**config.mk**
```make
export PLATFORM = sky130hd
export DESIGN_NAME = bpc_div
export DESIGN_NICKNAME = d
export VERILOG_FILES = /design/src/design/bpc_div.sv
export SDC_FILE = /design/constraint.sdc
export NUM_CORES = 2
export LEC_CHECK = 0
export BUFFER_PORTS_ARGS = -buffer_cell sky130_fd_sc_hd__buf_2
export CORE_AREA = 2 2 560 562
export CTS_CLUSTER_DIAMETER = 80
export DETAILED_ROUTE_END_ITERATION = 7
export DIE_AREA = 0 0 562 564
export PLACE_DENSITY = 0.65
export SETUP_SLACK_MARGIN = 0.2
export SLEW_MARGIN = 25
export SYNTH_ARGS = -nofsm -noshare
export SYNTH_HDL_FRONTEND = slang
export SYNTH_SLANG_ARGS = --single-unit
export TNS_END_PERCENT = 10
```
**constraint.sdc**
```tcl
create_clock -name clk -period 10.9 [get_ports clk]
set_clock_uncertainty 0.15 [all_clocks]
set_input_delay 1.635 -clock clk [delete_from_list [all_inputs] [get_ports clk]]
set_output_delay 1.635 -clock clk [all_outputs]
set_load 0.005 [all_outputs]
```
**src/design/bpc_div.sv**
```systemverilog
module bpc_div #(
    parameter int NW = 32,
    parameter int DW = 32,
    parameter int SW = 1
) (
    input  logic          clk,
    input  logic          rst_n,
    input  logic          en,
    input  logic          in_valid,
    input  logic [NW-1:0] num,
    input  logic [DW-1:0] den,
    input  logic [SW-1:0] side,
    output logic          out_valid,
    output logic [NW-1:0] quot,
    output logic [SW-1:0] out_side
);

    // One quotient bit per stage, restoring division.
    logic [NW-1:0] v_reg;
    logic [NW-1:0] n_reg [NW];
    logic [DW-1:0] r_reg [NW];
    logic [DW-1:0] d_reg [NW];
    logic [SW-1:0] s_reg [NW];

    for (genvar g = 0; g < NW; g++) begin : g_stage
        logic          v_in;
        logic [NW-1:0] n_in;
        logic [DW-1:0] r_in;
        logic [DW-1:0] d_in;
        logic [SW-1:0] s_in;
        logic [DW:0]   trial;
        logic [DW:0]   diff;
        logic          ge;
        logic [NW-1:0] n_next;
        logic [DW-1:0] r_next;

        if (g == 0) begin : g_first
            assign v_in = in_valid;
            assign n_in = num;
            assign r_in = '0;
            assign d_in = den;
            assign s_in = side;
        end else begin : g_rest
            assign v_in = v_reg[g-1];
            assign n_in = n_reg[g-1];
            assign r_in = r_reg[g-1];
            assign d_in = d_reg[g-1];
            assign s_in = s_reg[g-1];
        end

        always_comb
        begin
            trial = {r_in, n_in[NW-1]};
            diff = trial - {1'b0, d_in};
            ge = (trial >= {1'b0, d_in});
            r_next = ge ? diff[DW-1:0] : trial[DW-1:0];
            n_next = {n_in[NW-2:0], ge};
        end

        always_ff @(posedge clk or negedge rst_n)
        begin
            if (!rst_n)
            begin
                v_reg[g] <= 1'b0;
            end
            else if (en)
            begin
                v_reg[g] <= v_in;
            end
        end

        always_ff @(posedge clk)
        begin
            if (en)
            begin
                n_reg[g] <= n_next;
                r_reg[g] <= r_next;
                d_reg[g] <= d_in;
                s_reg[g] <= s_in;
            end
        end
    end

    assign out_valid = v_reg[NW-1];
    assign quot = n_reg[NW-1];
    assign out_side = s_reg[NW-1];

endmodule

```
== Word level (Yosys, flattened, before mapping) ==
Memories as Yosys holds them, arrays and structs flattened.
Cells that the tools add are included.

* Div/mod/pow operators: 0
* Shifts and indexed selects: 0
* Multiply operators: 0
* Eq/ne operators: 0
* Multiplexer cells: 34
* Order comparisons: 32
* Add/sub/neg operators: 32
* Bitwise logic cells: 0
* Reduce and logical (&&, ||, !) cells: 0

{| class="wikitable"
|+ Operator list
! operator !! number
|-
| 32-bit 2-to-1 mux || 32
|-
| 33-bit by 32-bit >= comparator with 1-bit output || 31
|-
| 32-bit subtractor || 31
|-
| 1-bit by 32-bit >= comparator with 1-bit output || 1
|-
| 1-bit by 32-bit subtractor with 32-bit output || 1
|-
| 1-bit 2-to-1 mux || 2
|}

* Input bits: 69
* Output and inout bits: 34
* Latch bits: 0
* Memories: 4
* ROM bits: 0
* RAM bits: 3104
* Logic and storage cells: 134
* Register bits after elaboration: 32

{| class="wikitable"
|+ Memory list
! memory !! depth !! width !! read ports !! clocked after Yosys merged registers in !! wr ports !! RTL line !! RTL
|-
| d_reg || 32 || 32 || 31 || 0 || 32 || 22 || <nowiki>logic [DW-1:0] d_reg [NW];</nowiki>
|-
| n_reg || 32 || 32 || 32 || 0 || 32 || 20 || <nowiki>logic [NW-1:0] n_reg [NW];</nowiki>
|-
| r_reg || 32 || 32 || 31 || 0 || 32 || 21 || <nowiki>logic [DW-1:0] r_reg [NW];</nowiki>
|-
| s_reg || 32 || 1 || 32 || 0 || 32 || 23 || <nowiki>logic [SW-1:0] s_reg [NW];</nowiki>
|}

== Longest topological paths before layout ==
An unclocked memory read counts as a cell.

* Depth after elaboration: 3
* Gate-level depth with buffers: 17
* Depth with buffers taken out: 14

== Worst setup path after synthesis ==
Ideal clock, no wire load.

* Path type: reg-to-reg
* From: memory d_reg[3][1], in the netlist d_reg[0][97]
* To: memory r_reg[4][4], in the netlist r_reg[0][132], data pin
* Period minus slack after synthesis: 3.881 ns
* Setup slack: 7.019 ns
* Cell stages (with the launch flop): 15
* Required time: 10.490 ns
* Setup time: 0.260 ns
* Buffers on the path: 1
* Arrival: 3.470 ns
* Path through: edfxtp_1 > inv_1 > ha_1 > nor2b_4 > o31a_1 > o2111ai_2 > a21oi_2 > or2_4 > a211oi_2 > o21a_1 > nor2_1 > or4_4 > a311oi_4 > buf_6 > mux2_4

{| class="wikitable"
|+ RTL lines
! what !! RTL line
|-
| start, declared || 22
|-
| end, declared || 21
|}

==> flow_summary.yaml <==
status:
  outcome: "completed"
synth:
  synth-main-ff-cell: "edfxtp_1"
  synth.distinct_cells: 94
  yosys.area_share.adder_pct: 8.429
  syn_nets: 13600
  synth_top_family_by_area: "compound AO/OA/AOI/OAI gates"
  yosys.area_share.simple_pct: 7.524
  avgSynthCellArea_um2: 12.37
  async_flop_share_pct: 1.042
  synthXorXnorAreaFrac_pct: 4.711
  synth_compound_area_share_pct: 12.59
  synth_cells: 12510
  synth-seq-cells: 3072
  synth_edf_count: 3040
  ys_seq_area_share_pct: 59.54
  yosys_warnings: 0
  synth.mux.area_fraction_pct: 3.465
  netlist_area_um2: 154700
layout:
  final_cell_mix: "edfxtp_1 (3040), inv_1 (1230), ha_1 (994)"
  final_common_cell: "edfxtp_1"
  n_fill_cell: 25680
  area_growth_pct: 10.86
  drive_gt1_share_pct: 9.192
  multi_input_area_um2: 57000
  seq_area_um2: 92090
  largest_reg_flops: 1024
  fin_nets: 13810
sta:
  setup_violations: 0
  hold_viol: 0
  tightest_slew_ns: 1.150
  rsz0062_at_grt: "no"
  fin_crit_ns: 5.128
  finalMaxSlewViolations: 0
  holdWs_ns: 0.2467
  fin_setup_tns_ns: 0
  maxSlewHeadroom_pct: 22.59
  fmax_mhz: 195.0
  fin_crit_sh_pct: 47.04
global_routing:
  grt_start_max_net_pins: 167
  antenna_found_initial: 5
  grt_pass1_wl_um: 554000
  track_usage_pct: 22.32
  gr-total-overflow: 0
  grt_pass1_vias: 96070
detailed_routing:
  avgRoutedWirePerCell_um: 21.03
  ant_nets: 0
  drt_iter0_markers: 6767
  dr.pass1.iters: 6
  drt_wl_total_um: 360600
  vias: 96110
  drc: 0
  vias_per_cell: 5.606
setup_path:
  critPathMaxStageDelay_ns: 0.67
  setup.worst_path.start_class: "register"
  path_cells: "inv_1 -> ha_1 -> nor2b_1 -> o21a_1 -> o21a_1 -> nor3_1 -> o31ai_1 -> a41o_1 -> a211oi_1 -> o311ai_0 -> a21oi_2 -> inv_1 -> buf_4 -> mux2_2"
  worstSetupPathType: "register to register"
  crit_arrival_ns: 5.65
  r2r_slack_ns: 5.77
  cp_max_fo: 30
  crit_required_ns: 11.43
  crit_family: "compound AO/OA/AOI/OAI gates"
  cpMaxStageDelayCell: "a211oi_1"
  path_buf_inv: 3
  crit_path_end_kind: "register"
power:
  p_int_w: 0.03279
  peakVddDrop_mv: 0.1594
  p_comb_share_pct: 41.3
  switching_power_w: 0.01880
  p_total_w: 0.05159
  p_per_area_nw_per_um2: 300.9
  seqPwrFrac_pct: 36.2
  pwr-share-clk_pct: 22.5
  swShare_pct: 36.43
  p_leak_nw: 68.18
hold_path:
  min_path_type: "register to register"
floorplan:
  die_area_um2: 317000
  rows: 205
  die_x_um: 562
  ioPinCount: 103
  initial_core_util_pct: 49.75
  die_y_um: 564
  core_um2: 310900
clocking:
  hold_buffers: 0
  cts.sinks: 3072
  post_cts_buffers: 0
  cts-root-buf: "clkbuf_16"
  clk_path_buf_depth: 4
  clk_latency_ns: 0.92
  ctsResizeCount: 0
  htreeDepth: 5
  cts_buffers: 334
  cts_tree: "done"
  clkTransAtPathRegs_ns: 0.06
place:
  io_buffers: 102
  gp_congestion: 0.9452
  hpwl_um: 267300
run:
  max-cap-violations: 0
power by group through the flow:
| stage | logic [W] | clock network (W) | registers (W) |
|---|---|---|---|
| after floorplan | 0.0161 | 0 | 0.0179 |
| after global placement | 0.0207 | 0 | 0.0189 |
| after detailed placement | 0.0210 | 0 | 0.0189 |
| after CTS | 0.0212 | 0.0119 | 0.0187 |
| after global routing | 0.0236 | 0.0124 | 0.0189 |
| final | 0.0213 | 0.0116 | 0.0187 |
worst reg2reg max path: stages, from the launching register on:
cell      delay (ns)
edfxtp_1        0.43
inv_1           0.09
ha_1            0.23
nor2b_1         0.14
o21a_1          0.19
o21a_1          0.21
nor3_1          0.15
o31ai_1         0.16
a41o_1          0.37
a211oi_1        0.67
o311ai_0        0.28
a21oi_2         0.56
inv_1           0.52
buf_4           0.39
mux2_2          0.34
cell type report:
type | count | share of cell area (%)
Antenna cell | 5 | 0.007297
Clock buffer | 382 | 4.985
Clock inverter | 237 | 1.631
Inverter | 1230 | 2.693
Multi-Input combinational cell | 7912 | 33.24
Sequential cell | 3072 | 53.70
Tap cell | 4140 | 3.021
Timing Repair Buffer | 167 | 0.7144
cells in the mapped netlist (238+ instances only):
cell	count	share of area, %
a21o_1	466	2.3
a21oi_1	976	3.2
clkbuf_1	238	0.58
edfxtp_1	3040	59
ha_1	994	8.0
inv_1	1230	3.0
mux2_2	408	3.0
nand2_1	808	2.0
nor2_1	624	1.5
o21ai_0	741	2.4
xnor2_1	498	2.8
xor2_1	334	1.9
per-stage QoR:
step           setup slack (ns)  instance area (um^2)  utilization (%)  cells
3_3_place_gp              5.114                160100            51.50  16520
5_1_grt                   5.532                171500            55.16  17140
3_5_place_dp              5.334                160100            51.50  16520
4_1_cts                   5.343                171400            55.15  17140
2_1_floorplan             7.019                154700                -  12510
6_report                  5.772                171500            55.16  17150
cells by family after synthesis:
logic type | count (synthesis)
and+or+nand+nor | 2472
AOI/OAI and AO/OA | 3113
DFF | 3072
muxes | 471
xor gates and xnor gates | 832
buffers and inverters | 1523
adders and majority gates | 1024
layer usage:
metal  global-route usage, %  wire, um  vias to the layer above
met4                   9.479     16350                        0
li1                        -         -                    46560
met2                   39.52    181100                     2158
met1                   27.50    149500                    46660
met3                   2.747     13610                      732
met5                       0         0                        -
path summary, 6_finish.rpt:
path,endpoint,start,depth (start not counted)
setup / recovery,r_reg[1][29]$_DFFE_PP_,d_reg[0][481]$_DFFE_PP_,14
hold / removal,n_reg[1][205]$_DFFE_PP_,n_reg[1][172]$_DFFE_PP_,0
setup reg to reg,r_reg[1][29]$_DFFE_PP_,d_reg[0][481]$_DFFE_PP_,14
hold reg to reg,n_reg[1][205]$_DFFE_PP_,n_reg[1][172]$_DFFE_PP_,0
max in group asynchronous,g_stage[13].v_in$_DFFE_PN0P_,rst_n,1
min in group asynchronous,g_stage[31].v_in$_DFFE_PN0P_,rst_n,1
Power figures use the tool's default switching activity.
